==> config.mk <==
export PLATFORM = sky130hd
export DESIGN_NAME = zpmf_front
export DESIGN_NICKNAME = d
export VERILOG_FILES = /design/src/hdl/zpmf_pkg.sv /design/src/hdl/zpmf_front.sv
export SDC_FILE = /design/constraint.sdc
export NUM_CORES = 1
export LEC_CHECK = 0
export ABC_AREA = 1
export BUFFER_PORTS_ARGS = -buffer_cell sky130_fd_sc_hd__buf_4
export CORE_ASPECT_RATIO = 0.6
export CORE_UTILIZATION = 45
export CTS_BUF_LIST = sky130_fd_sc_hd__clkbuf_8
export CTS_CLUSTER_SIZE = 30
export DETAILED_ROUTE_END_ITERATION = 7
export PLACE_DENSITY = 0.63
export SYNTH_ARGS = -nofsm -noshare
export SYNTH_HDL_FRONTEND = slang
export SYNTH_SLANG_ARGS = --single-unit
==> constraint.sdc <==
create_clock -name i_clk -period 14.1 [get_ports i_clk]
set_clock_uncertainty 0.2 [all_clocks]
set_input_delay 0.705 -clock i_clk [delete_from_list [all_inputs] [get_ports i_clk]]
set_output_delay 0.705 -clock i_clk [all_outputs]
set_load 0.01 [all_outputs]
==> src/hdl/zpmf_pkg.sv <==
`default_nettype none
package zpmf_pkg;

    localparam int CFG_DW = 16;
    localparam int CFG_IW = 2;
    localparam int CNT_W  = 6;

    // largest supported kernel; the window radius is held in two bits
    localparam int MAX_KERNEL = 7;

    localparam logic [CFG_IW-1:0] CFG_IMAGE_WIDTH   = 2'd0;
    localparam logic [CFG_IW-1:0] CFG_IMAGE_HEIGHT  = 2'd1;
    localparam logic [CFG_IW-1:0] CFG_KERNEL_SIZE   = 2'd2;
    localparam logic [CFG_IW-1:0] CFG_THREE_CHANNEL = 2'd3;

    localparam logic KIND_PIXEL = 1'b0;
    localparam logic KIND_DRAIN = 1'b1;

    typedef struct packed {
        logic       kind;
        logic [7:0] chan0;
        logic [7:0] chan1;
        logic [7:0] chan2;
    } t_in_item;

    typedef struct packed {
        logic [7:0] median0;
        logic [7:0] median1;
        logic [7:0] median2;
        logic       frame_end;
    } t_out_item;

    // frame geometry as seen by front and back
    typedef struct packed {
        logic [15:0] hm1;
        logic [1:0]  rad;
        logic        three;
    } t_geom;

    typedef enum logic [2:0] {
        B_IDLE,
        B_SCAN,
        B_WAIT,
        B_DECIDE,
        B_PUT
    } t_bstate;

    // rank of the median inside a (2r+1)^2 window
    function automatic logic [CNT_W-1:0] median_rank(input logic [1:0] rad);
        logic [CNT_W-1:0] k;
        case (rad)
            2'd0:    k = 6'd0;
            2'd1:    k = 6'd4;
            2'd2:    k = 6'd12;
            2'd3:    k = 6'd24;
            default: k = 6'd0;
        endcase
        return k;
    endfunction

endpackage
`default_nettype wire

==> src/hdl/zpmf_front.sv <==
`default_nettype none
module zpmf_front
    import zpmf_pkg::*;
#(
    parameter int MAX_WIDTH = 1024,
    parameter int ROWS      = 8,
    localparam int ColW  = $clog2(MAX_WIDTH),
    localparam int SlotW = $clog2(ROWS),
    localparam int AW    = $clog2(ROWS * MAX_WIDTH),
    localparam int JW    = 1 + SlotW + ColW + 16
) (
    input  wire logic            i_clk,
    input  wire logic            i_rst_n,
    input  wire logic            i_clr,
    input  wire logic [ColW-1:0] i_wm1,
    input  wire t_geom           i_geom,
    input  wire logic            i_valid,
    output logic                 o_ready,
    input  wire t_in_item        i_item,
    output logic                 o_wr_en,
    output logic      [AW-1:0]   o_wr_addr,
    output logic      [23:0]     o_wr_data,
    output logic                 o_push,
    output logic      [JW-1:0]   o_job,
    input  wire logic            i_q_full,
    input  wire logic            i_q_empty,
    input  wire logic [JW-1:0]   i_head,
    input  wire logic            i_pop
);
    logic [15:0]      r_in_row, n_in_row, r_out_row, n_out_row;
    logic [ColW-1:0]  r_in_col, n_in_col, r_out_col, n_out_col;
    logic [SlotW-1:0] r_in_slot, n_in_slot, r_out_slot, n_out_slot;
    logic             r_fc, n_fc, r_last_pend, n_last_pend;

    logic             acc, pix, clob_ok, ready_res, last;
    logic [17:0]      lim;
    logic [16:0]      ry;
    logic [ColW:0]    rx;

    assign lim     = {2'b0, i_head[15:0]} + 18'(ROWS - 1) - {16'b0, i_geom.rad};
    assign clob_ok = i_q_empty || ({2'b0, r_in_row} <= lim);
    assign o_ready = !i_q_full && !r_last_pend && clob_ok;
    assign acc     = i_valid && o_ready;
    assign pix     = acc && (i_item.kind == KIND_PIXEL) && !r_fc;
    assign last    = (r_out_row == i_geom.hm1) && (r_out_col == i_wm1);

    always_comb begin
        ry = {1'b0, r_out_row} + {15'b0, i_geom.rad};
        if (ry > {1'b0, i_geom.hm1}) begin
            ry = {1'b0, i_geom.hm1};
        end
        rx = {1'b0, r_out_col} + (ColW+1)'(i_geom.rad);
        if (rx > {1'b0, i_wm1}) begin
            rx = {1'b0, i_wm1};
        end
    end

    always_comb begin
        n_in_row    = r_in_row;
        n_in_col    = r_in_col;
        n_in_slot   = r_in_slot;
        n_out_row   = r_out_row;
        n_out_col   = r_out_col;
        n_out_slot  = r_out_slot;
        n_fc        = r_fc;
        n_last_pend = r_last_pend;
        if (pix) begin
            if (r_in_row == i_geom.hm1 && r_in_col == i_wm1) begin
                n_fc = 1'b1;
            end else if (r_in_col == i_wm1) begin
                n_in_col  = '0;
                n_in_row  = r_in_row + 16'd1;
                n_in_slot = (r_in_slot == SlotW'(ROWS - 1)) ? '0 : r_in_slot + SlotW'(1);
            end else begin
                n_in_col = r_in_col + ColW'(1);
            end
        end
        ready_res = n_fc || ({1'b0, n_in_row} > ry)
                  || ({1'b0, n_in_row} == ry && {1'b0, n_in_col} > rx);
        o_push = acc && ready_res;
        if (i_pop && i_head[JW-1]) begin
            n_last_pend = 1'b0;
        end
        if (o_push) begin
            if (last) begin
                n_in_row    = '0;
                n_in_col    = '0;
                n_in_slot   = '0;
                n_out_row   = '0;
                n_out_col   = '0;
                n_out_slot  = '0;
                n_fc        = 1'b0;
                n_last_pend = 1'b1;
            end else if (r_out_col == i_wm1) begin
                n_out_col  = '0;
                n_out_row  = r_out_row + 16'd1;
                n_out_slot = (r_out_slot == SlotW'(ROWS - 1)) ? '0 : r_out_slot + SlotW'(1);
            end else begin
                n_out_col = r_out_col + ColW'(1);
            end
        end
    end

    assign o_job     = {last, r_out_slot, r_out_col, r_out_row};
    assign o_wr_en   = pix;
    assign o_wr_addr = AW'(r_in_slot * MAX_WIDTH) + AW'(r_in_col);
    assign o_wr_data = i_geom.three ? {i_item.chan2, i_item.chan1, i_item.chan0}
                                    : {16'b0, i_item.chan0};

    always_ff @(posedge i_clk) begin
        if (!i_rst_n || i_clr) begin
            r_in_row    <= '0;
            r_in_col    <= '0;
            r_in_slot   <= '0;
            r_out_row   <= '0;
            r_out_col   <= '0;
            r_out_slot  <= '0;
            r_fc        <= 1'b0;
            r_last_pend <= 1'b0;
        end else begin
            r_in_row    <= n_in_row;
            r_in_col    <= n_in_col;
            r_in_slot   <= n_in_slot;
            r_out_row   <= n_out_row;
            r_out_col   <= n_out_col;
            r_out_slot  <= n_out_slot;
            r_fc        <= n_fc;
            r_last_pend <= n_last_pend;
        end
    end
endmodule
`default_nettype wire

* Word-level counts from Yosys, hierarchy flattened *
Index checks and enable logic that the tools add are counted.

operators by class
  equal/unequal tests = 7
  $mul = 0
  reductions and logical operators = 20
  multiplexer cells = 33
  bitwise logic cells = 1
  shifts and indexed selects = 0
  add/sub/neg operators = 11
  $lt $le $gt $ge = 5
  divide/modulo/power cells = 0

operators with widths
  cell                                                             count
  16-bit 2-to-1 mux                                                7
  10-bit 2-to-1 mux                                                7
  16-bit by 1-bit adder with 16-bit output, second input constant  2
  16-bit equality test                                             2
  3-bit 2-to-1 mux                                                 9
  24-bit 2-to-1 mux                                                1
  10-bit by 1-bit adder with 10-bit output, second input constant  2
  10-bit equality test                                             2
  16-bit by 18-bit less-or-equal comparator with 1-bit output      1
  17-bit by 2-bit subtractor with 18-bit output                    1
  16-bit by 2-bit adder with 17-bit output                         1
  16-bit by 3-bit adder with 17-bit output, second input constant  1
  16-bit by 17-bit equality test with 1-bit output                 1
  16-bit by 17-bit greater-than comparator with 1-bit output       1
  17-bit by 16-bit greater-than comparator with 1-bit output       1
  17-bit 2-to-1 mux                                                1
  13-bit by 10-bit adder with 13-bit output                        1
  10-bit by 2-bit adder with 11-bit output                         1
  10-bit by 11-bit greater-than comparator with 1-bit output       1
  11-bit by 10-bit greater-than comparator with 1-bit output       1
  11-bit 2-to-1 mux                                                1
  1-bit logical AND                                                10
  1-bit 2-to-1 mux                                                 7
  3-bit by 1-bit adder with 3-bit output, second input constant    2
  other kinds (6)                                                  13

storage, ports and cells
  memory bits (writable) = 0
  memories = 0
  output and inout port bits = 70
  register bits after elaboration = 60
  logic and storage cells = 85
  bits of input ports = 91
  latch bits = 0
  bits in read-only memories = 0

* Longest topological paths before layout *
  word-level depth = 14
  mapped depth = 39
  depth with buffers taken out = 38

* Least setup slack after synthesis *
Ideal clock, no wire load.

  path type = input port to output port
  from = in i_geom[2] in the netlist's numbering
  to = out o_push
  data required time = 13.195 ns
  arrival time = 5.299 ns
  path slack = 7.896 ns
  stages = 31
  path buffers = 1
  cells stage by stage = inv_1 -> ha_1 -> ha_1 -> inv_1 -> fa_1 -> o21ai_1 -> nand2_1 -> a21oi_1 -> a21oi_1 -> xor2_1 -> ha_1 -> nand2_1 -> nor2_1 -> a211oi_1 -> nand2_1 -> a21oi_1 -> nor2_2 -> nor3b_4 -> nand2_4 -> buf_2 -> o21ai_0 -> inv_1 -> ha_1 -> inv_1 -> nor2_1 -> a211oi_1 -> nand3_1 -> a22oi_1 -> nand3_1 -> nand2_2 -> inv_2

on the way
  cells in the longest elaborated chain, start to end = 12
  elaborated cells on any way between the ends = 23
  classes of those cells = 3 x add/sub; 5 x order compare; 1 x eq/ne; 5 x mux; 9 x reduce/logical

RTL lines
  what                                                                                      RTL line                            RTL
  start: declaration                                                                        zpmf_front.sv:16                    input wire t_geom i_geom,
  17-bit by 2-bit subtractor with 18-bit output                                             zpmf_front.sv:40                    assign lim = {2'b0, i_head[15:0]} + 18'(ROWS - 1) - {16'b0, i_geom.rad};
  16-bit by 18-bit less-or-equal comparator with 1-bit output                               zpmf_front.sv:41                    assign clob_ok = i_q_empty || ({2'b0, r_in_row} <= lim);
  1-bit logical OR                                                                          zpmf_front.sv:41
  1-bit logical AND                                                                         zpmf_front.sv:42                    assign o_ready = !i_q_full && !r_last_pend && clob_ok;
  1-bit logical AND                                                                         zpmf_front.sv:43                    assign acc = i_valid && o_ready;
  1-bit logical AND (2 in series)                                                           zpmf_front.sv:44                    assign pix = acc && (i_item.kind == KIND_PIXEL) && !r_fc;
  16-bit 2-to-1 mux or 10-bit 2-to-1 mux (tied branches)                                    zpmf_front.sv:67                    if (pix) begin
  16-bit by 17-bit greater-than comparator with 1-bit output, or another cell as far along  zpmf_front.sv:78                    ready_res = n_fc || ({1'b0, n_in_row} > ry)
  1-bit logical OR or 1-bit logical AND (tied branches)                                     zpmf_front.sv:78, zpmf_front.sv:79
  1-bit logical OR                                                                          zpmf_front.sv:79                    || ({1'b0, n_in_row} == ry && {1'b0, n_in_col} > rx);
  1-bit logical AND *                                                                       zpmf_front.sv:80                    o_push = acc && ready_res;
  end: declaration                                                                          zpmf_front.sv:23                    output logic o_push,

Mark *: on every way between the ends. The rest lies on a longest branch, timed or not.

* Final worst setup path *
Same ends and word-level chain as after synthesis.

==> results.md <==
- Hold_ws: 0.2644 ns
- Clock-pin slew on the worst setup and hold paths: 0.06 ns
- RSZ-0062 raised after global routing: false
- Core area: 17220 um2
- Kind of critical path: input port to primary output
- Clock Sinks: 60
- Synth cell types: 43
- Switch Pwr: 0.1641 mW
- Post-synth EDFFs: 0
- I/O Buffers: 131
- Final HPWL DP: 19.29 mm
- Required @ worst endpoint: 13.19 ns
- Vias in the first global route: 7487
- Routability cong.: 0.9061
- DR vias: 8437
- Post-placement cell area: 9057 um2
- Post-route worst setup slack: 5.333 ns
- Min Tclk post-route: 8.767 ns
- CTS resizes: 0
- Initial antenna violation count: 0
- Vias per cell: 5.040
- Cells after Synth: 1334
- Final Setup Violations: 0
- Ys flop type: dfxtp_1
- H-Tree Depth: 3
- Slew headroom: 45.44%
- Leak: 4.930 nW
- Row cnt: 37
- Max cap viols: 0
- Antenna viol nets, final: 0
- Initial Util: 46.29%
- Seq pwr share: 36.4%
- Type of origin of the critical path: input port
- DR DRC count: 0
- Final hold violations: 0
- Wirelength, routed: 23.74 mm
- Arrival time worst endpoint: 7.86 ns
- Wire length per cell: 14.18 um
- Post-place setup slack: 5.478 ns
- Post-layout power: 0.4754 mW
- Slowest stage delay, CP: 0.50 ns
- Layout cell share with drive strength beyond 1: 11.74%
- Worst vdd ir: 30.51 uV
- Die Width: 173.8 um
- Max Freq: 0.1141 GHz
- Sequential area share after synthesis: 15.07%
- Clock power frac: 34.3%
- Switching Fraction: 34.52%
- Remaining Overflow, GRT: 0
- Syn Nets: 1528
- Largest net degree at the start of global routing: 33
- Yosys top cell by area: ha_1
- Post-synthesis register bit count: 60
- Synth top area cells: ha_1 (16%), nand2_1 (15%), dfxtp_1 (15%)
- Worst Tran Pin Value: 0.8161 ns
- Max clock buf depth: 2
- YS warnings: 0
- Fin crit share: 62.18%
- Die area: 18270 um2
- Skew-Pair Late Insertion Delay: 0.36 ns
- Total CTS buffers: 9
- First-iteration detailed-routing DRC count: 649
- Comb pwr share: 29.3%
- Top-area cell type share of the netlist area: 15.70%
- N_diodes: 0
- Layout area overhead: 16.01%
- Setup Buffers After CTS: 0
- IO Pins: 161
- CTS root buffer: clkbuf_8
- CP max-delay cell: clkinv_1
- Mapped Area: 7971 um2
- NumNets Final: 1630
- Max Slew Vio Count: 0
- Power Internal: 0.3112 mW
- Total negative slack: 0 ns
- Power per cell area: 51.40 nW/um2
- Avg Inst Size Synth: 5.976 um2
- Die H: 105.1 um
- Overall routing resource usage: 26.31%
- Largest fanout on the critical path: 28
- Hold crit path type: flop to flop
- Post-synth ARST share: 0%
- Hold_buf cts: 0
- Design Area, Final: 9248 um2
- Total iterations of the first detailed-routing run: 5
- CP endpoint kind: primary output
- FILL cells: 1871
- First-pass GRT wire length: 38.80 mm
- TritonCTS clock tree: built
- Outcome: completed
-- state kept, by name (all words and copies together) (netlist names) --
register	flops
r_in_slot	3
r_out_slot	3
r_out_row	16
r_in_col	10
r_fc	1
r_out_col	10
r_last_pend	1
r_in_row	16
-- final timing paths --
check,startpoint,endpoint,slack (ns),cells after the start
worst min register to register,r_last_pend$_SDFF_PP0_,r_last_pend$_SDFF_PP0_,0.26,2
worst max register to register,r_out_row[0]$_SDFFE_PP0P_,r_out_row[6]$_SDFFE_PP0P_,7.69,27
worst max-delay path,i_geom[2],o_push,5.33,37
worst min-delay path,r_last_pend$_SDFF_PP0_,r_last_pend$_SDFF_PP0_,0.26,2
-- worst max-delay path, delay by kind of cell --
kind            cells  cell delay, ns
compound gates      7            1.56
xor+xnor            1            0.18
fa+ha+maj           5            1.40
buf+inv            10            1.81
simple gates       14            2.13
-- metrics by stage --
stage	utilization [%]	instances
floorplan	-	1334
detailed placement	52.59	1659
global route	53.70	1674
CTS	53.70	1674
global placement	52.59	1659
finish	53.70	1674
-- kinds of logic (layout without fill, tap and decap cells) --
logic type	Yosys count	after routing	share of synthesized area (%)
simple gates	632	632	33.50
buf+inv	272	378	13.66
compound gates	187	187	12.54
fa+ha+maj	103	103	16.45
xor+xnor	80	80	8.790
flops	60	60	15.07
-- area by class of cell --
class	instances	area [um2]	area share, %
repair buffers	137	1028	11.12
multi-input cells	1002	5687	61.49
clock inverters	5	52.55	0.5683
clock buffers	10	137.6	1.488
well taps	234	292.8	3.166
flip-flops and latches	60	1201	12.99
inverters	226	848.3	9.173
-- per-layer routing --
layer | vias up | track usage [%] | wire (um)
met4 | 0 | 3.947 | 137
li1 | 4462 | - | -
met1 | 3714 | 41.45 | 12600
met2 | 248 | 37.31 | 9226
met5 | - | 0 | 0
met3 | 13 | 3.857 | 1769
-- Yosys cell counts (5+ instances only) --
| cell | n |
|---|---|
| a21oi_1 | 73 |
| buf_2 | 21 |
| buf_4 | 11 |
| clkbuf_1 | 12 |
| dfxtp_1 | 60 |
| ha_1 | 100 |
| inv_1 | 219 |
| inv_2 | 5 |
| nand2_1 | 323 |
| nand3_1 | 36 |
| nand4_1 | 43 |
| nor2_1 | 169 |
| nor3_1 | 32 |
| nor4_1 | 7 |
| o21ai_0 | 77 |
| o21ai_1 | 8 |
| xnor2_1 | 14 |
| xor2_1 | 66 |
-- placed cells by master, fill, tap and decap left out, drive strengths merged, types with 36 or more instances in the layout --
master  netlist  routed
a21oi        73      73
buf          34     137
dfxtp        60      60
ha          100     100
inv         224     224
nand2       326     326
nand3        36      36
nand4        43      43
nor2        174     174
o21ai        85      85
xor2         66      66
-- power groups by stage --
stage | Sequential, mW | Combinational [mW] | Clock (mW)
6_report | 0.173 | 0.139 | 0.163
5_1_grt | 0.173 | 0.157 | 0.173
4_1_cts | 0.173 | 0.138 | 0.167
3_5_place_dp | 0.177 | 0.137 | 0
3_3_place_gp | 0.177 | 0.135 | 0
2_1_floorplan | 0.176 | 0.0883 | 0
No activity file was read; power rests on OpenSTA's default activity.
