## config.mk

```make
export PLATFORM = sky130hd
export DESIGN_NAME = zpmf_back
export DESIGN_NICKNAME = d
export VERILOG_FILES = /design/src/hdl/zpmf_pkg.sv /design/src/hdl/zpmf_back.sv
export SDC_FILE = /design/constraint.sdc
export NUM_CORES = 1
export LEC_CHECK = 0
export ABC_AREA = 1
export BUFFER_PORTS_ARGS = -buffer_cell sky130_fd_sc_hd__buf_2
export CAP_MARGIN = 10
export CORE_MARGIN = 5
export CORE_UTILIZATION = 53
export CTS_CLUSTER_DIAMETER = 80
export DETAILED_ROUTE_END_ITERATION = 8
export PLACE_DENSITY = 0.84
export SLEW_MARGIN = 20
export SYNTH_ARGS = -nofsm -noshare
export SYNTH_HDL_FRONTEND = slang
export SYNTH_SLANG_ARGS = --single-unit
```

## constraint.sdc

```tcl
create_clock -name i_clk -period 3.45 [get_ports i_clk]
set_clock_uncertainty 0.05 [all_clocks]
set_input_delay 0.345 -clock i_clk [delete_from_list [all_inputs] [get_ports i_clk]]
set_output_delay 0.345 -clock i_clk [all_outputs]
set_load 0.01 [all_outputs]
```

## src/hdl/zpmf_pkg.sv

```systemverilog
`default_nettype none
package zpmf_pkg;

    localparam int CFG_DW = 16;
    localparam int CFG_IW = 2;
    localparam int CNT_W  = 6;

    // largest supported kernel; the window radius is held in two bits
    localparam int MAX_KERNEL = 7;

    localparam logic [CFG_IW-1:0] CFG_IMAGE_WIDTH   = 2'd0;
    localparam logic [CFG_IW-1:0] CFG_IMAGE_HEIGHT  = 2'd1;
    localparam logic [CFG_IW-1:0] CFG_KERNEL_SIZE   = 2'd2;
    localparam logic [CFG_IW-1:0] CFG_THREE_CHANNEL = 2'd3;

    localparam logic KIND_PIXEL = 1'b0;
    localparam logic KIND_DRAIN = 1'b1;

    typedef struct packed {
        logic       kind;
        logic [7:0] chan0;
        logic [7:0] chan1;
        logic [7:0] chan2;
    } t_in_item;

    typedef struct packed {
        logic [7:0] median0;
        logic [7:0] median1;
        logic [7:0] median2;
        logic       frame_end;
    } t_out_item;

    // frame geometry as seen by front and back
    typedef struct packed {
        logic [15:0] hm1;
        logic [1:0]  rad;
        logic        three;
    } t_geom;

    typedef enum logic [2:0] {
        B_IDLE,
        B_SCAN,
        B_WAIT,
        B_DECIDE,
        B_PUT
    } t_bstate;

    // rank of the median inside a (2r+1)^2 window
    function automatic logic [CNT_W-1:0] median_rank(input logic [1:0] rad);
        logic [CNT_W-1:0] k;
        case (rad)
            2'd0:    k = 6'd0;
            2'd1:    k = 6'd4;
            2'd2:    k = 6'd12;
            2'd3:    k = 6'd24;
            default: k = 6'd0;
        endcase
        return k;
    endfunction

endpackage
`default_nettype wire

```

## src/hdl/zpmf_back.sv

```systemverilog
`default_nettype none
module zpmf_back
    import zpmf_pkg::*;
#(
    parameter int MAX_WIDTH = 1024,
    parameter int ROWS      = 8,
    localparam int ColW  = $clog2(MAX_WIDTH),
    localparam int SlotW = $clog2(ROWS),
    localparam int AW    = $clog2(ROWS * MAX_WIDTH),
    localparam int JW    = 1 + SlotW + ColW + 16
) (
    input  wire logic            i_clk,
    input  wire logic            i_rst_n,
    input  wire logic [ColW-1:0] i_wm1,
    input  wire t_geom           i_geom,
    input  wire logic            i_q_empty,
    input  wire logic [JW-1:0]   i_head,
    output logic                 o_pop,
    output logic                 o_rd_en,
    output logic      [AW-1:0]   o_rd_addr,
    input  wire logic [23:0]     i_rd_data,
    output logic                 o_valid,
    input  wire logic            i_ready,
    output t_out_item            o_item
);
    t_bstate            r_state, n_state;
    logic [2:0]         r_b, r_wy, r_wx;
    logic               r_pv, r_pz, r_ov;
    logic [CNT_W-1:0]   r_cnt [3];
    logic [CNT_W-1:0]   r_k [3];
    logic [7:0]         r_pre [3];

    logic [15:0]        j_row;
    logic [ColW-1:0]    j_col;
    logic [SlotW-1:0]   j_slot;
    logic               j_last;
    logic [2:0]         span;
    logic               last_pos, inb, load;
    logic signed [17:0] y;
    logic signed [ColW+1:0] x;
    logic signed [SlotW+1:0] sd;
    logic [SlotW-1:0]   slot;
    logic [7:0]         hmask;
    logic [2:0]         hit;

    assign {j_last, j_slot, j_col, j_row} = i_head;
    assign span     = {i_geom.rad, 1'b0};
    assign last_pos = (r_wy == span) && (r_wx == span);

    always_comb begin
        y  = $signed({2'b0, j_row}) + $signed({15'b0, r_wy}) - $signed({16'b0, i_geom.rad});
        x  = $signed({2'b0, j_col}) + $signed((ColW+2)'(r_wx))
           - $signed((ColW+2)'(i_geom.rad));
        inb = (y >= 0) && (y <= $signed({2'b0, i_geom.hm1}))
           && (x >= 0) && (x <= $signed({2'b0, i_wm1}));
        sd = $signed({2'b0, j_slot}) + $signed((SlotW+2)'(r_wy))
           - $signed((SlotW+2)'(i_geom.rad));
        if (sd < 0) begin
            sd = sd + $signed((SlotW+2)'(ROWS));
        end else if (sd >= $signed((SlotW+2)'(ROWS))) begin
            sd = sd - $signed((SlotW+2)'(ROWS));
        end
        slot = sd[SlotW-1:0];
    end

    assign o_rd_addr = AW'(slot * MAX_WIDTH) + AW'(x[ColW-1:0]);

    always_comb begin
        for (int i = 0; i < 8; i++) begin
            hmask[i] = (i > int'(r_b));
        end
        for (int c = 0; c < 3; c++) begin
            logic [7:0] s;
            s = r_pz ? 8'd0 : i_rd_data[8*c +: 8];
            hit[c] = (((s ^ r_pre[c]) & hmask) == 8'd0) && !s[r_b];
        end
    end

    always_comb begin
        n_state = r_state;
        case (r_state)
            B_IDLE:   if (!i_q_empty) n_state = B_SCAN;
            B_SCAN:   if (last_pos) n_state = B_WAIT;
            B_WAIT:   n_state = B_DECIDE;
            B_DECIDE: n_state = (r_b == 3'd0) ? B_PUT : B_SCAN;
            B_PUT:    if (!r_ov || i_ready) n_state = B_IDLE;
            default:  n_state = B_IDLE;
        endcase
    end

    always_comb begin
        o_rd_en = 1'b0;
        load    = 1'b0;
        case (r_state)
            B_SCAN:  o_rd_en = inb;
            B_PUT:   load    = !r_ov || i_ready;
            default: begin
                o_rd_en = 1'b0;
                load    = 1'b0;
            end
        endcase
    end

    assign o_pop   = load;
    assign o_valid = r_ov;

    always_ff @(posedge i_clk) begin
        if (!i_rst_n) begin
            r_state <= B_IDLE;
            r_pv    <= 1'b0;
            r_ov    <= 1'b0;
        end else begin
            r_state <= n_state;
            r_pv    <= (r_state == B_SCAN);
            if (load) begin
                r_ov <= 1'b1;
            end else if (i_ready) begin
                r_ov <= 1'b0;
            end
        end
    end

    always_ff @(posedge i_clk) begin
        r_pz <= !inb;
        case (r_state)
            B_IDLE: begin
                r_b  <= 3'd7;
                r_wy <= '0;
                r_wx <= '0;
                for (int c = 0; c < 3; c++) begin
                    r_pre[c] <= '0;
                    r_k[c]   <= median_rank(i_geom.rad);
                    r_cnt[c] <= '0;
                end
            end
            B_DECIDE: begin
                r_b  <= r_b - 3'd1;
                r_wy <= '0;
                r_wx <= '0;
                for (int c = 0; c < 3; c++) begin
                    if (r_k[c] >= r_cnt[c]) begin
                        r_pre[c][r_b] <= 1'b1;
                        r_k[c]        <= r_k[c] - r_cnt[c];
                    end
                    r_cnt[c] <= '0;
                end
            end
            default: begin
                if (r_state == B_SCAN) begin
                    if (r_wx == span) begin
                        r_wx <= '0;
                        r_wy <= r_wy + 3'd1;
                    end else begin
                        r_wx <= r_wx + 3'd1;
                    end
                end
                if (r_pv) begin
                    for (int c = 0; c < 3; c++) begin
                        r_cnt[c] <= r_cnt[c] + CNT_W'(hit[c]);
                    end
                end
            end
        endcase
        if (load) begin
            o_item.median0   <= r_pre[0];
            o_item.median1   <= i_geom.three ? r_pre[1] : 8'd0;
            o_item.median2   <= i_geom.three ? r_pre[2] : 8'd0;
            o_item.frame_end <= j_last;
        end
    end
endmodule
`default_nettype wire

```

Yosys cells after proc, flatten, opt, wreduce, memory -nomap -nowiden
Memories as Yosys holds them, arrays and structs flattened.
Index checks and enable logic that the tools add are counted.

storage, ports and cells
  register bits after elaboration = 40
  memory bits (writable) = 60
  input port bits = 87
  memories kept = 3

operators by class
  add/subtract/negate cells = 18
  $lt $le $gt $ge = 18
  equality and inequality tests = 12
  muxes and demuxes = 78
  bitwise gates (word level) = 39
  reduce and logical (&&, ||, !) cells = 25

memory list
  memory  words  width  rd ports  clocked after Yosys merged registers in  wr ports  RTL line         text
  r_pre   3      8      3         0                                        3         zpmf_back.sv:31  logic [7:0] r_pre [3];
  r_cnt   3      6      3         0                                        3         zpmf_back.sv:29  logic [CNT_W-1:0] r_cnt [3];
  r_k     3      6      3         0                                        3         zpmf_back.sv:30  logic [CNT_W-1:0] r_k [3];

operators with widths
  operator                                                                               count
  6-bit 2-to-1 mux                                                                       10
  1-bit 2-to-1 mux                                                                       48
  8-bit 2-to-1 mux                                                                       6
  1-bit OR                                                                               33
  8-bit bitwise AND                                                                      3
  8-bit zero test                                                                        3
  6-bit case mux with 4 select lines                                                     1
  8-bit XOR                                                                              3
  3-bit 2-to-1 mux                                                                       7
  6-bit by 1-bit adder with 6-bit output                                                 3
  18-bit by 1-bit greater-or-equal comparator with 1-bit output (second input constant)  1
  6-bit greater-or-equal comparator                                                      3
  18-bit by 17-bit less-or-equal comparator with 1-bit output                            1
  17-bit by 2-bit subtractor with 18-bit output                                          1
  6-bit subtractor                                                                       3
  16-bit by 3-bit adder with 17-bit output                                               1
  3-bit case mux with 5 select lines                                                     1
  13-bit by 10-bit adder with 13-bit output                                              1
  12-bit by 1-bit greater-or-equal comparator with 1-bit output (second input constant)  1
  3-bit > comparator (first input constant)                                              4
  12-bit by 11-bit less-or-equal comparator with 1-bit output                            1
  11-bit by 2-bit subtractor with 12-bit output                                          1
  10-bit by 3-bit adder with 11-bit output                                               1
  3-bit by 1-bit adder with 3-bit output (second input constant)                         3
  28 further kinds                                                                       50

Depth between registers and ports, before layout
  depth in word-level cells = 7
  gate-level depth with buffers = 25

Worst setup path before layout
OpenSTA, ideal clock, no wires.

  path type = register -> output
  start point = register r_wy[0]
  end point = output o_rd_en
  data arrival time = 3.142 ns
  data required time = 3.055 ns
  path slack = -0.087 ns
  stages on the path, launching flop included = 24
  path through = dfxtp_1 > inv_1 > ha_1 > inv_1 > ha_1 > inv_1 > fa_1 > nand3b_1 > nand2_1 > nand2_1 > nand2_1 > a21oi_1 > o21ai_1 > xor2_1 > ha_1 > nand2_1 > nor2_1 > a211oi_1 > nand2_1 > nand2_1 > nand2_1 > nand2_1 > nand3_1 > nor2_1

on the way
  longest elaborated chain between the ends = 7

ends and longest elaborated chain
  item                                                                                                                                                 RTL line          text
  start, declared                                                                                                                                      zpmf_back.sv:27   logic [2:0] r_b, r_wy, r_wx;
  start signal, assigned                                                                                                                               zpmf_back.sv:152  r_wy <= r_wy + 3'd1;
  16-bit by 3-bit adder with 17-bit output *                                                                                                           zpmf_back.sv:51   y = $signed({2'b0, j_row}) + $signed({15'b0, r_wy}) - $signed({16'b0, i_geom.rad});
  17-bit by 2-bit subtractor with 18-bit output *                                                                                                      zpmf_back.sv:51
  18-bit by 1-bit greater-or-equal comparator with 1-bit output / 18-bit by 17-bit less-or-equal comparator with 1-bit output (equally long branches)  zpmf_back.sv:54   inb = (y >= 0) && (y <= $signed({2'b0, i_geom.hm1}))
  1-bit logical AND *                                                                                                                                  zpmf_back.sv:54
  1-bit logical AND * (2 in a row)                                                                                                                     zpmf_back.sv:55   && (x >= 0) && (x <= $signed({2'b0, i_wm1}));
  1-bit 2-to-1 mux *                                                                                                                                   zpmf_back.sv:94   case (r_state)
  end, declared                                                                                                                                        zpmf_back.sv:19   output logic o_rd_en,

Mark *: on every way between the ends. The rest lies on a longest branch, timed or not.

Worst setup path after layout
  start point = register r_wy[1]
  end point = output o_rd_en

The elaborated chain is that of the path after synthesis.

==> results.yml <==
outcome:
  status: "finished, violations left"
  violations: "setup timing"
sta:
  drv_slew: 0
  worst_slack_ns: -0.484
  hold_viol: 0
  tightest_slew_ns: 0.516
  timing.final.crit_share_pct: 114
  fmax_mhz: 254
  relSlewSlack_pct: 65.6
  fin_crit_ns: 3.93
  setup_violations: 1
  rsz0062_at_grt: "true"
hold_path:
  holdPathEnd: "o_item[0]"
  min_path_type: "in -> reg"
  hold_start: "i_head[29]"
  min_path_cells: 1
finish:
  multi_input_area_mm2: 0.00440
  area_delta_synth_final_pct: 20.4
  nNetsFinal: 1365
  layoutNonFillerInstCount: 1365
  finalInstanceArea_mm2: 0.00957
  final_cell_mix: "209 x nand2_1, 202 x inv_1, 127 x buf_2"
  antenna_cells: 0
  drive_gt1_share_pct: 21.7
  fill_cells: 1179
  seqCellArea_mm2: 0.00289
  layout_commonest_cell: "nand2_1"
clock_tree:
  cts_num_sinks: 100
  cts_buffer_depth: 2
  cts_max_level: 3
  insertion_delay_ns: 0.35
  path_clk_slew_ns: 0.07
  cts_tree: "yes"
  cts_buffers: 9
  cts-root-buf: "clkbuf_16"
placement:
  dp_cells: 1345
  placed_cell_area_mm2: 0.00907
  gp_congestion: 0.943
  hpwl_um: 14600
  numPortBuffers: 127
power:
  power_density_mw_per_mm2: 443
  irDropWorstVdd_uv: 296
  static-leakage-power_nw: 4.91
  switching_share_pct: 36.7
  pwr-share-comb_pct: 39.4
  clockPowerShare_pct: 22.9
  p_int_w: 0.00269
  p_switching_w: 0.00156
  power_frac_seq_pct: 37.7
grt:
  grt_max_degree: 43
  grtUsageTotal_pct: 21.4
  grt_pass1_wl_um: 31200
  grt_overflow: 0
  antenna_found_initial: 0
  grt_pass1_vias: 6970
yosys:
  synth_area_mm2: 0.00795
  synth_cells: 1004
  synth_top_family_by_area: "simple AND/OR/NAND/NOR gates"
  synthSimpleGateAreaFrac_pct: 21.7
  yosys.area_share.adder_pct: 16.9
  synth-seq-area-share_pct: 36.3
  synth_top_area_share_pct: 33.2
  synth_compound_area_share_pct: 8.07
  avgSynthCellArea_um2: 7.92
  synth-edff-count: 88
  ys_top_cells_by_area: "edfxtp_1 33%, ha_1 15%, nand2_1 10%"
  synthMuxAreaShare_pct: 0
  yosysTopAreaCell: "edfxtp_1"
  synthArstFlopShare_pct: 0
  synth_nets: 1193
  yosysUniqueCellTypes: 39
  synth-seq-cells: 100
  synth_ff_type: "edfxtp_1"
  synth-xor-area-share_pct: 6.28
  synth_warnings: 0
floorplan:
  die_area_mm2: 0.0176
  io-pin-count: 128
  rows: 44
  fp.dieH_um: 132
  core_mm2: 0.0146
  start_util_pct: 54.3
  die_w_um: 132
worst_setup_path:
  slowest_stage: "fa_1"
  crit_fanout: 2
  crit_chain: "inv_2, fa_1, fa_2, nand3b_1, nand2_1, nand2_1, nand2_2, a21oi_4, o21ai_2, xor2_1, ha_1, nand2_2, nor2_2, a211oi_2, nand2_1, nand2_1, nand2_1, nand2_2, nand3_2, nor2_2, buf_2"
  reg2regPathDepth: 20
  r2r-end: "r_pz"
  slowest_delay_ns: 0.48
  worstSetupStartpointType: "flip-flop"
  critPathCaptureType: "output pin"
  r2r_start: "r_wy[1]"
  required_ns: 3.05
  critPathKind: "reg -> out"
  cp.arrival_ns: 3.54
  cpMostUsedCell: "nand2_1"
  timing.reg2reg.setup_slack_ns: 0.23
routing:
  drt-vias-per-instance: 5.24
  drc: 0
  ant_nets: 0
  drtIter0Drc: 538
  via_count: 7151
  firstDrtPassIters: 5
  wl_um: 19100
  post_drt_wl_per_cell_um: 14.0
flow_run:
  drv_cap: 0
-- cell families (layout without fill, tap and decap cells) --
kind of cell,after synthesis,count (layout)
flops,100,100
simple gates,410,410
fa+ha+maj,102,102
compound gates,111,111
buf+inv,224,401
xor+xnor,57,57
-- critical path, delay by kind of cell (launching register included) --
| kind | cells | cell delay, ns |
|---|---|---|
| adders and majority gates | 3 | 1.09 |
| AOI/OAI and AO/OA | 3 | 0.39 |
| buffers and inverters | 2 | 0.18 |
| and+or+nand+nor | 12 | 1.04 |
| xor gates and xnor gates | 1 | 0.16 |
| DFF | 1 | 0.33 |
-- synth_stat cells, types with 11 or more instances --
| cell type | number |
|---|---|
| xor2_1 | 36 |
| a21oi_1 | 50 |
| nand3_1 | 42 |
| nand4_1 | 14 |
| ha_1 | 93 |
| o21ai_0 | 19 |
| nor2_1 | 105 |
| nand2_1 | 217 |
| xnor2_1 | 21 |
| edfxtp_1 | 88 |
| nand2_2 | 11 |
| dfxtp_1 | 12 |
| inv_1 | 207 |
-- sequential cells by signal, summed over array words and instances (netlist names) --
signal / count
r_k: 18
r_wy: 3
r_pre: 24
r_state: 3
o_item: 25
r_pv: 1
r_cnt: 18
o_valid: 1
r_b: 3
r_wx: 3
r_pz: 1
-- layer usage --
| metal | track usage (%) | share of wire, % | vias up |
|---|---|---|---|
| li1 | - | - | 3572 |
| met1 | 26.8 | 42 | 3295 |
| met2 | 38.1 | 50 | 253 |
| met3 | 3.72 | 6.7 | 31 |
| met4 | 6.18 | 1.7 | 0 |
| met5 | 0 | 0 | - |
-- layout make-up --
class | instances | share of cell area, %
clock buffers | 9 | 2.35
clock inverters | 7 | 0.601
inverters | 216 | 8.52
multi-input cells | 680 | 46.0
flip-flops and latches | 100 | 30.2
well taps | 184 | 2.41
repair buffers | 169 | 9.97
-- power groups by stage --
stage                     Sequential, W  Combinational [W]  Clock (W)
final                           0.00160            0.00167   0.000971
after global routing            0.00161            0.00189    0.00103
after CTS                       0.00160            0.00161   0.000970
after detailed placement        0.00162            0.00155          0
after global placement          0.00161            0.00151          0
after floorplan                 0.00159            0.00111          0
-- per-stage QoR --
step           hold slack [ns]  setup WS, ns  total power [W]  util [%]  setup TNS (ns)
2_1_floorplan            0.350       0.00155          0.00270         -               0
3_3_place_gp             0.352        -0.295          0.00312      62.0          -0.295
3_5_place_dp             0.369        -0.313          0.00317      62.0          -0.313
4_1_cts                  0.113        -0.445          0.00418      64.7          -0.445
5_1_grt                  0.106        -0.719          0.00453      65.4          -0.719
6_report                 0.119        -0.484          0.00424      65.4          -0.484
-- worst max-delay path by stage --
stage,endpoint,depth (start not counted),from
after floorplan,o_rd_en,23,r_wy[0]
after global placement,o_rd_en,21,i_geom[2]
after detailed placement,o_rd_en,22,i_geom[2]
after CTS,o_rd_en,21,r_wy[1]
after global routing,o_rd_en,24,r_wy[0]
final,o_rd_en,21,r_wy[1]
-- timing repair --
| action | 4_1_cts | 5_1_grt |
|---|---|---|
| gates resized for setup | 21 | 26 |
| endpoints found under the setup margin | 1 | 2 |
| buffers inserted | 3 | 1 |
| hold endpoints to repair | 0 | 0 |
| pin swaps | 22 | 25 |
| hold buffers | 0 | 0 |
Power figures use the tool's default switching activity.
