--- src/hdl/zpmf_queue.sv ---
`default_nettype none
module zpmf_queue #(
    parameter int W = 32
) (
    input  wire logic         i_clk,
    input  wire logic         i_rst_n,
    input  wire logic         i_push,
    input  wire logic [W-1:0] i_data,
    input  wire logic         i_pop,
    output logic      [W-1:0] o_head,
    output logic              o_empty,
    output logic              o_full
);
    logic [W-1:0] r_mem [2];
    logic         r_wp, r_rp;
    logic [1:0]   r_cnt;

    assign o_head  = r_mem[r_rp];
    assign o_empty = (r_cnt == 2'd0);
    assign o_full  = (r_cnt == 2'd2);

    always_ff @(posedge i_clk) begin
        if (i_push) begin
            r_mem[r_wp] <= i_data;
        end
    end

    always_ff @(posedge i_clk) begin
        if (!i_rst_n) begin
            r_wp  <= 1'b0;
            r_rp  <= 1'b0;
            r_cnt <= 2'd0;
        end else begin
            if (i_push) begin
                r_wp <= ~r_wp;
            end
            if (i_pop) begin
                r_rp <= ~r_rp;
            end
            if (i_push && !i_pop) begin
                r_cnt <= r_cnt + 2'd1;
            end else if (i_pop && !i_push) begin
                r_cnt <= r_cnt - 2'd1;
            end
        end
    end
endmodule
`default_nettype wire

--- config.mk ---
export PLATFORM = sky130hd
export DESIGN_NAME = zpmf_queue
export DESIGN_NICKNAME = d
export VERILOG_FILES = /design/src/hdl/zpmf_queue.sv
export SDC_FILE = /design/constraint.sdc
export NUM_CORES = 1
export LEC_CHECK = 0
export ABC_AREA = 1
export BUFFER_PORTS_ARGS = -buffer_cell sky130_fd_sc_hd__buf_2
export CAP_MARGIN = 20
export CORE_UTILIZATION = 30
export DETAILED_ROUTE_END_ITERATION = 6
export PLACE_DENSITY_LB_ADDON = 0.08
export SYNTH_ARGS = -nofsm -noshare
export SYNTH_HDL_FRONTEND = slang
export SYNTH_SLANG_ARGS = --single-unit
--- constraint.sdc ---
create_clock -name i_clk -period 2.45 [get_ports i_clk]
set_clock_uncertainty 0.15 [all_clocks]
set_input_delay 0.245 -clock i_clk [delete_from_list [all_inputs] [get_ports i_clk]]
set_output_delay 0.245 -clock i_clk [all_outputs]
set_load 0.01 [all_outputs]
# After elaboration in Yosys (flattened, before gate mapping)
# Memories as Yosys holds them, arrays and structs flattened. A register that Yosys moved wholly into a read port is not among the register bits.
# Index checks and enable logic that the tools add are counted.
dict set report totals {
  ff_bits 4
  latchBits 0
  mem_bits_rw 64
  mem_bits_ro 0
  in_bits 36
  output_inout_bits 34
  word_cells 21
  n_memories 1
}
# name words word_bits rd rd_ports_with_merged_regs wr line_no
set memory_table {}
lappend memory_table {r_mem 2 32 1 1 1 14} ;# logic [W-1:0] r_mem [2];
dict set report classes {
  add_sub_neg 2
  multipliers 0
  n_div 0
  n_lt_le_gt_ge 0
  n_eq_ne 1
  shift 0
  mux 6
  n_bitwise 2
  n_reduce_logical 6
}
# op n
set ops {}
lappend ops {{two-way mux 1 bit} 4}
lappend ops {{two-way mux 2 bit} 2}
lappend ops {{adder 2 x 1 -> 2 bit, second input constant} 1}
lappend ops {{== test 2 bit, second input constant} 1}
lappend ops {{logical AND 1 bit} 2}
lappend ops {{zero test 1 bit} 2}
lappend ops {{zero test 2 bit} 1}
lappend ops {{inverter 1 bit} 2}
lappend ops {{nonzero test 2 bit} 1}
lappend ops {{subtractor 2 x 1 -> 2 bit, second input constant} 1}

# Logic depth before layout (Yosys ltp)
# Gate-level depths: netlist of the first run.
dict set report depth {
  depth_word 4
  ltp_mapped 8
}

# Least setup slack after synthesis of the first run
# Ideal clock, no wire load.
dict set report synth_path {
  kind {register -> register}
  start {reg r_wp}
  end {mem r_mem[0][0], enable pin}
  setup_ns 0.422
  arrival_ns 1.677
  setup_slack_ns 0.202
  path_stages_with_launch 2
  n_path_buf 0
  period_less_slack_ns 2.248
  path_cell_list {dfxtp_1 > nor2_1}
}
# item line_no
set synth_rtl {}
lappend synth_rtl {{start: declaration} 15} ;# logic r_wp, r_rp;
lappend synth_rtl {{start signal: assignment} 35} ;# r_wp <= ~r_wp;
lappend synth_rtl {{end: declaration} 14}
# Straight into the memory's write port.

==> flow_summary.yaml, run 1 <==
sta:
  period_needed_ps: 2059
  fin_crit_sh: 0.8403
  rsz0062_at_grt: "no"
  fmax_ghz: 0.4857
  hold_viol_final: 0
  slew_viol_final: 0
  slew_headroom: 0.6607
  setup_ws_ps: 391.3
  finalSetupViolCount: 0
  tightestPinTransition_ps: 507.7
  totalNegativeSetupSlack_ps: 0
setup_path:
  reg2reg_slack_ps: 990
  cp_slowest_stage_delay_ps: 600
  cp.required_ps: 2060
  end_kind: "output pin"
  cp_max_fo: 20
  crit_buf_inv: 2
  crit_type: "reg -> out"
  start_kind: "register"
  worst_path_max_delay_cell: "dfxtp_2"
  crit_family: "flip-flops"
  crit_path_cell_trace: "buf_12 -> mux2_4 -> buf_2"
  arrival_ps: 1660
cells_and_area:
  diodes: 0
  area_growth_pct: 38.69
  nNetsFinal: 285
  fin_cells: 361
  nFillCells: 793
  multiInputGateArea_um2: 578.1
  final_common_cell: "buf_2"
  drive_gt1_frac: 0.4822
  final_cell_mix: "buf_2 (69), edfxtp_1 (64), dlygate4sd3_1 (33), mux2_4 (30), clkbuf_8 (9)"
  ff_latch_area_um2: 2023
routing:
  drt-pass1-iter-count: 4
  drt_iter0_markers: 35
  antenna_left: 0
  drc: 0
  vias: 1509
  totalWireLength_um: 4770
  wl_per_cell_um: 13.21
  viasPerCell: 4.180
clock_network:
  ctsResizeCount: 0
  clk_pin_slew_ps: 70
  ctsHoldBuffers: 33
  cts_tree: "built"
  postCtsSetupRepairBufs: 0
  root_buffer: "clkbuf_8"
  cts_buffer_depth: 2
  numCtsBuffers: 9
  clock-sinks: 69
  worstSkewPairLatency_ps: 330
  htreeDepth: 3
synthesis:
  ys_types: 14
  yosys-mux-area-fraction: 0.1756
  syn_inst: 135
  yosysWarnings: 0
  yosysSeqAreaShare: 0.7506
  synth_top_area_frac: 0.7134
  synthesis.nets: 172
  synthSimpleGateAreaFrac: 0.02787
  synthAdderAreaFrac: 0.004645
  synth_compound_area_frac: 0.003716
  synth_top_family_by_area: "multiplexers"
  synth_xor_area_frac: 0
  syn-cell-area_um2: 2694
  yosys_register_bits: 69
  synth.area.top_cells: "edfxtp_1 (71%), mux2_4 (17%), dfxtp_1 (3.7%)"
  synth_top_area_cell: "edfxtp_1"
  syn_area_per_cell_um2: 19.95
grt:
  overflow: 0
  grt_pass1_wl_um: 7755
  antenna_found_initial: 0
  grt_max_degree: 21
  grtUsageTotal: 0.1101
  grt_pass1_vias: 1611
worst_hold_path:
  hold_class: "in -> reg"
job:
  maxCapViolations: 0
placed_design:
  port_buffers: 69
  dp_slack_ps: 713.3
  dp.final_hpwl_um: 3262
  post-place-cells: 312
  place.gp.congestion: 0.6435
power:
  power_density_nw_per_um2: 747.7
  ir_drop_v: 0.0003588
  cellLeakagePower_nw: 1.525
  power_mw: 2.793
floorplanning:
  start_util: 0.3089
  ioPinCount: 70
  die_y_um: 96.76
  fp.coreArea_um2: 8721
  rows: 34
  dieWidth_um: 96.76
  die_area_um2: 9363
outcome:
  status: "finished clean"
[synth_stat cells]
master	number
mux2_2	2
nand2_1	8
edfxtp_1	64
ha_1	1
nand3_1	1
mux2_4	30
dfxtp_1	5
buf_12	3
nor2_1	9
a21oi_1	1
inv_1	8
nand4_1	1
buf_6	1
o21ai_0	1
[cell families after synthesis]
group	count (synthesis)
compound gates	2
fa+ha+maj	1
buf+inv	12
flops	69
mux	32
simple gates	19
[metal layers]
layer | track usage | routed length (um) | vias up
li1 | - | - | 731
met1 | 0.1213 | 1900 | 727
met2 | 0.1847 | 2499 | 42
met3 | 0.03613 | 286 | 9
met4 | 0.06544 | 83 | 0
met5 | 0 | 0 | -
[sequential cells by signal (all words and copies together), names as in the netlist, named ones only]
signal	cells
r_mem	64
r_cnt	2
r_rp	1
r_wp	1
[final timing paths]
kind	startpoint	to	cells past startpoint
max reg2reg	r_wp$_SDFFE_PN0P_	r_mem[0][3]$_DFFE_PP_	2
min	i_push	r_wp$_SDFFE_PN0P_	3
min reg2reg	r_rp$_SDFFE_PN0P_	register	2
max	register	o_head[0]	3
[through the flow]
| stage | hold WS [ps] | instance area [um^2] | util |
|---|---|---|---|
| floorplan | 193.9 | 2694 | - |
| global placement | 282.9 | 3167 | 0.3631 |
| detailed placement | 286.5 | 3167 | 0.3631 |
| CTS | 20.61 | 3736 | 0.4284 |
| global route | 26.41 | 3736 | 0.4284 |
| finish | 33.87 | 3736 | 0.4284 |
[area by class of cell]
cell class	instances	area share
clock inverter	6	0.02981
tap	108	0.03617
timing repair buffer	106	0.1956
clock buffer	10	0.03416
sequential	69	0.5415
inverter	8	0.008038
multi-input combinational	54	0.1547
[power by group]
part | total [mW] | switching, mW | leakage, nW | internal, mW
logic | 0.319 | 0.138 | 0.766 | 0.182
registers | 1.39 | 0.0275 | 0.643 | 1.36
clock network | 1.09 | 0.412 | 0.116 | 0.676
total | 2.79 | 0.577 | 1.53 | 2.22
[worst min-delay path: stages]
cell and delay, ps:
buf_2 110, nor2_1 40, nor2_1 80
No activity file was read; power rests on OpenSTA's default activity.
==> run 2: changes to the inputs <==
- ABC_AREA: 1 -> 0
- clock period: 2.45 -> 1.8 ns (I/O delays scaled with it)
==> run 2 against run 1 <==
Net effect: critical path depth unchanged; worst hold slack better by 14 ps; synthesized cell count decreased by 9.6%; area after synthesis decreased by 6.1%; total power rose by 30%; sequential power increased by 35%; clock power up 22%; core utilization up 1.1 points; sequential share of layout area up 2.2 points; sequential cell count unchanged; design area decreased by 4.0%; setup slack lost 280 ps; largest power group unchanged; highest routed layer unchanged.
==> flow_summary.yaml, run 2 <==
clock_network:
  ctsHoldBuffers: 33
  cts_tree: "built"
  root_buffer: "clkbuf_8"
  worstSkewPairLatency_ps: 330
  postCtsSetupRepairBufs: 0
  ctsResizeCount: 0
  clock-sinks: 69
  numCtsBuffers: 9
  htreeDepth: 3
  clk_pin_slew_ps: 70
  cts_buffer_depth: 2
routing:
  viasPerCell: 4.219
  drt_iter0_markers: 19
  antenna_left: 0
  vias: 1464
  drt-pass1-iter-count: 4
  wl_per_cell_um: 13.10
  drc: 0
  totalWireLength_um: 4547
grt:
  grt_pass1_vias: 1559
  grt_max_degree: 23
  grtUsageTotal: 0.1106
  grt_pass1_wl_um: 6969
  antenna_found_initial: 0
  overflow: 0
setup_path:
  start_kind: "register"
  r2r-start: "r_wp$_SDFFE_PN0P_"
  end_kind: "output pin"
  arrival_ps: 1360
  reg2reg_depth: 2
  setup.worst_path.end: "o_head[2]"
  reg2reg_to: "r_mem[1][13]$_DFFE_PP_"
  cp.required_ps: 1470
  reg2reg_slack_ps: 480
  cp_max_fo: 11
  crit_type: "reg -> out"
floorplanning:
  start_util: 0.3093
  dieWidth_um: 93.81
  die_y_um: 93.81
  rows: 33
  die_area_um2: 8800
  fp.coreArea_um2: 8175
  ioPinCount: 70
synthesis:
  async_reset_ff_frac: 0
  yosys-mux-area-fraction: 0.1425
  yosys-top-cells-count: "edfxtp_1 (64), mux2_2 (30), dfxtp_1 (5), and2_1 (4), buf_4 (3)"
  synth_top_area_cell: "edfxtp_1"
  syn_area_per_cell_um2: 20.73
  synthSimpleGateAreaFrac: 0.02227
  synth_top_area_frac: 0.7600
  synth_most_common_cell: "edfxtp_1"
  syn-cell-area_um2: 2529
  synth.area.top_cells: "edfxtp_1 (76%), mux2_2 (13%), dfxtp_1 (4.0%)"
  synth_edf_count: 64
  syn_inst: 122
  synth_top_family_by_area: "multiplexers"
  synthAdderAreaFrac: 0.004948
  synth_compound_area_frac: 0.007917
  yosys_register_bits: 69
  synthesis.nets: 159
  synth_xor_area_frac: 0.01039
  synth-main-ff-cell: "edfxtp_1"
  yosysSeqAreaShare: 0.7996
  ys_types: 18
  yosysWarnings: 0
cells_and_area:
  fin_cells: 347
  final_common_cell: "buf_2"
  largest_register_ffs: 64
  final_cell_mix: "buf_2 (69), edfxtp_1 (64), dlygate4sd3_1 (33), mux2_2 (30), clkbuf_8 (9)"
  diodes: 0
  nNetsFinal: 274
  nFillCells: 757
  regMostFlops: "r_mem"
  drive_gt1_frac: 0.5083
  ff_latch_area_um2: 2023
  multiInputGateArea_um2: 484.2
  area_growth_pct: 41.91
  reg_top3: "r_mem: 64 flops, r_cnt: 2 flops"
placed_design:
  port_buffers: 69
  place.gp.congestion: 0.6521
  post-place-cells: 298
  dp.final_hpwl_um: 3039
sta:
  hold_viol_final: 0
  totalNegativeSetupSlack_ps: 0
  fin_crit_sh: 0.9399
  slew_headroom: 0.7962
  period_needed_ps: 1692
  rsz0062_at_grt: "no"
  finalSetupViolCount: 0
  tightestPinTransition_ps: 305.6
  fmax_ghz: 0.5911
  slew_viol_final: 0
  whs_ps: 47.80
power:
  clkPwrFrac: 0.366
  power_density_nw_per_um2: 1015
  pwr-share-seq: 0.515
  power_frac_comb: 0.120
  p_int_mw: 2.861
  cellLeakagePower_nw: 1.375
  power_switching_share: 0.2147
  ir_drop_v: 0.0004283
  p_switching_uw: 782.3
outcome:
  status: "finished clean"
job:
  maxCapViolations: 0
worst_hold_path:
  hold_class: "in -> reg"
run 2: cell types whose count changed after synthesis, moves of 2 or more:
cell / change
buf_4: +3
nor2_1: -8
buf_12: -3
and2_1: +4
mux2_2: +28
inv_1: -7
nand2_1: -8
mux2_4: -30
mux2_1: +2
xor2_1: +2
nor2b_1: +2
run 2: worst min-delay path by stage:
stage | start | endpoint | slack (ps) | cells past startpoint
after detailed placement | i_data[16] | r_mem[0][16]$_DFFE_PP_ | 220 | 1
after global routing | i_pop | register | 50 | 3
after global placement | i_data[15] | r_mem[0][15]$_DFFE_PP_ | 220 | 1
after CTS | i_pop | register | 20 | 3
after floorplan | i_data[0] | r_mem[0][0]$_DFFE_PP_ | 130 | 0
final | i_pop | register | 50 | 3
run 2: critical path, cell delays in order, from the launching register on:
cell	delay, ps
dfxtp_2	350
buf_4	190
mux2_2	350
buf_2	140
run 2: logic make-up after synthesis:
| family | count (synthesis) |
|---|---|
| AOI/OAI and AO/OA | 3 |
| xor gates and xnor gates | 3 |
| buffers and inverters | 5 |
| and+or+nand+nor | 9 |
| adders and majority gates | 1 |
| DFF | 69 |
| muxes | 32 |
run 2: cell type report:
type                            count  area share
Sequential cell                    69      0.5638
Multi-Input combinational cell     48      0.1349
Clock buffer                        9     0.03452
Inverter                            1    0.001046
Timing Repair Buffer              108      0.2043
Clock inverter                      7     0.02476
Tap cell                          105     0.03661
run 2: routing by layer:
| metal | vias to the layer above | global-route usage | wire, um |
|---|---|---|---|
| met5 | - | 0 | 0 |
| met4 | 0 | 0.06923 | 95 |
| met3 | 10 | 0.03155 | 201 |
| met2 | 44 | 0.1940 | 2390 |
| met1 | 710 | 0.1159 | 1859 |
| li1 | 700 | - | - |
run 2: power by group through the flow:
stage                     combinational (mW)  sequential, mW  clock [mW]
after floorplan                        0.222            1.90           0
after global placement                 0.380            1.91           0
after detailed placement               0.390            1.91           0
after CTS                              0.448            1.88        1.37
after global routing                   0.479            1.88        1.43
final                                  0.436            1.88        1.33
run 2: through the flow:
stage          setup WS (ps)    util  cell area (um^2)  power, mW
2_1_floorplan          61.33       -              2531      2.124
3_3_place_gp           453.9  0.3725              3045      2.286
3_5_place_dp           398.3  0.3725              3045      2.302
4_1_cts                68.40  0.4389              3588      3.696
5_1_grt                39.29  0.4389              3588      3.794
6_report               108.2  0.4389              3588      3.643
==> run 3: changes to the inputs <==
- CTS_CLUSTER_SIZE: unset -> 14
- clock period: 1.8 -> 2.1 ns (I/O delays scaled with it)
==> run 3 against run 2 <==
Net effect: non-clock buffer count shrank 3; register-to-register slack gained 170 ps; critical endpoint is now o_head[11]; combinational power shrank 15%; via count shrank 2.0%; design area grew 2.1%; highest routed layer unchanged; first-iteration DRC count shrank 74%.
==> flow_summary.yaml, run 3 (same netlist as run 2, synthesis figures left out) <==
setup_path:
  cp_slowest_stage_delay_ps: 520
  worst_path_max_delay_cell: "dfxtp_2"
  end_kind: "output pin"
  crit_type: "reg -> out"
  cp_max_fo: 21
  cp.required_ps: 1740
  arrival_ps: 1570
  crit_family: "flip-flops"
  crit_buf_inv: 2
  start_kind: "register"
  crit_path_cell_trace: "buf_12 -> mux2_2 -> buf_2"
floorplanning:
  die_area_um2: 8800
  fp.coreArea_um2: 8175
  ioPinCount: 70
  die_y_um: 93.81
  rows: 33
  start_util: 0.3093
  dieWidth_um: 93.81
clock_network:
  clk_pin_slew_ps: 70
  htreeDepth: 3
  root_buffer: "clkbuf_8"
  clock-sinks: 69
  cts_buffer_depth: 2
  ctsResizeCount: 0
  cts_tree: "built"
  postCtsSetupRepairBufs: 0
  worstSkewPairLatency_ps: 320
  numCtsBuffers: 9
placed_design:
  dp.final_hpwl_um: 3026
  place.gp.congestion: 0.6356
  placed_area_um2: 3048
  post-place-cells: 295
  port_buffers: 69
  dp_slack_ps: 493.5
cells_and_area:
  drive_gt1_frac: 0.5063
  nFillCells: 778
  final_common_cell: "buf_2"
  final_cell_mix: "buf_2 (69), edfxtp_1 (64), dlygate4sd3_1 (33), mux2_2 (30), clkbuf_8 (9)"
  multiInputGateArea_um2: 484.2
  reg_top3: "r_mem: 64 flops, r_cnt: 2 flops"
  stdcell_area_um2: 3664
  regMostFlops: "r_mem"
  fin_cells: 344
  largest_register_ffs: 64
  area_growth_pct: 44.88
  ff_latch_area_um2: 2023
  diodes: 0
  nNetsFinal: 271
grt:
  grtUsageTotal: 0.1178
  overflow: 0
  grt_max_degree: 23
  antenna_found_initial: 0
  grt_pass1_vias: 1521
  grt_pass1_wl_um: 7458
sta:
  tightestPinTransition_ps: 429.8
  slew_headroom: 0.7129
  fin_crit_sh: 0.9177
  totalNegativeSetupSlack_ps: 0
  fmax_ghz: 0.5189
  finalSetupViolCount: 0
  setup_ws_ps: 172.9
  rsz0062_at_grt: "no"
  slew_viol_final: 0
  hold_viol_final: 0
  period_needed_ps: 1927
  whs_ps: 83.97
job:
  maxCapViolations: 0
power:
  ir_drop_v: 0.0004507
  cellLeakagePower_nw: 1.399
  power_density_nw_per_um2: 952.3
routing:
  drt_iter0_markers: 5
  drc: 0
  vias: 1435
  viasPerCell: 4.172
  antenna_left: 0
  totalWireLength_um: 4690
  wl_per_cell_um: 13.63
  drt-pass1-iter-count: 3
outcome:
  status: "finished clean"
worst_hold_path:
  hold_class: "in -> reg"
## run 3: cell count changes in the layout (fill, tap and decap cells not counted)
cell and delta:
buf_12 +2, buf_4 -5, bufinv_16 +3, clkinv_1 -1, clkinv_2 -1, inv_6 -1
## run 3: worst reg2reg max path, delay by kind of cell (launching register included)
kind                   cells  cell delay (ps)
AND/OR/NAND/NOR            1              390
flip-flops                 1              380
buffers and inverters      1              230
## run 3: per-stage QoR
stage,power (mW),utilization
after floorplan,1.820,-
final,3.489,0.4481
after detailed placement,1.975,0.3728
after global routing,3.633,0.4481
after CTS,3.534,0.4481
after global placement,1.964,0.3728
## run 3: routing by layer
metal	routed length, um	global-route usage	vias to the layer above
li1	-	-	693
met1	1979	0.1303	693
met2	2376	0.1995	42
met3	273	0.05016	7
met4	61	0.04615	0
met5	0	0	-
## run 3: final timing paths
path                               from                      to  slack [ps]  cells after the start
setup reg to reg      r_wp$_SDFFE_PN0P_  r_mem[1][15]$_DFFE_PP_         650                      2
hold / removal                    i_pop                register          80                      3
hold reg to reg   r_cnt[1]$_SDFFE_PN0P_   r_cnt[1]$_SDFFE_PN0P_         350                      2
setup / recovery               register              o_head[11]         170                      3
## run 3: cell type report
class	count	share of cell area
Multi-Input combinational cell	48	0.1322
Tap cell	105	0.03586
Sequential cell	69	0.5523
Clock inverter	7	0.04406
Inverter	1	0.001025
Clock buffer	9	0.03381
Timing Repair Buffer	105	0.2008
## run 3: what timing repair did
| item | 4_1_cts | 5_1_grt |
|---|---|---|
| hold buffers | 33 | 0 |
| hold endpoints to repair | 68 | 0 |
| setup endpoints to repair | 0 | 0 |
## run 3: report_power, final
part | total, mW | leakage [nW] | switching [mW] | internal [mW]
logic | 0.369 | 0.620 | 0.162 | 0.207
registers | 1.61 | 0.643 | 0.0308 | 1.58
clock network | 1.50 | 0.137 | 0.480 | 1.03
total | 3.49 | 1.40 | 0.673 | 2.82
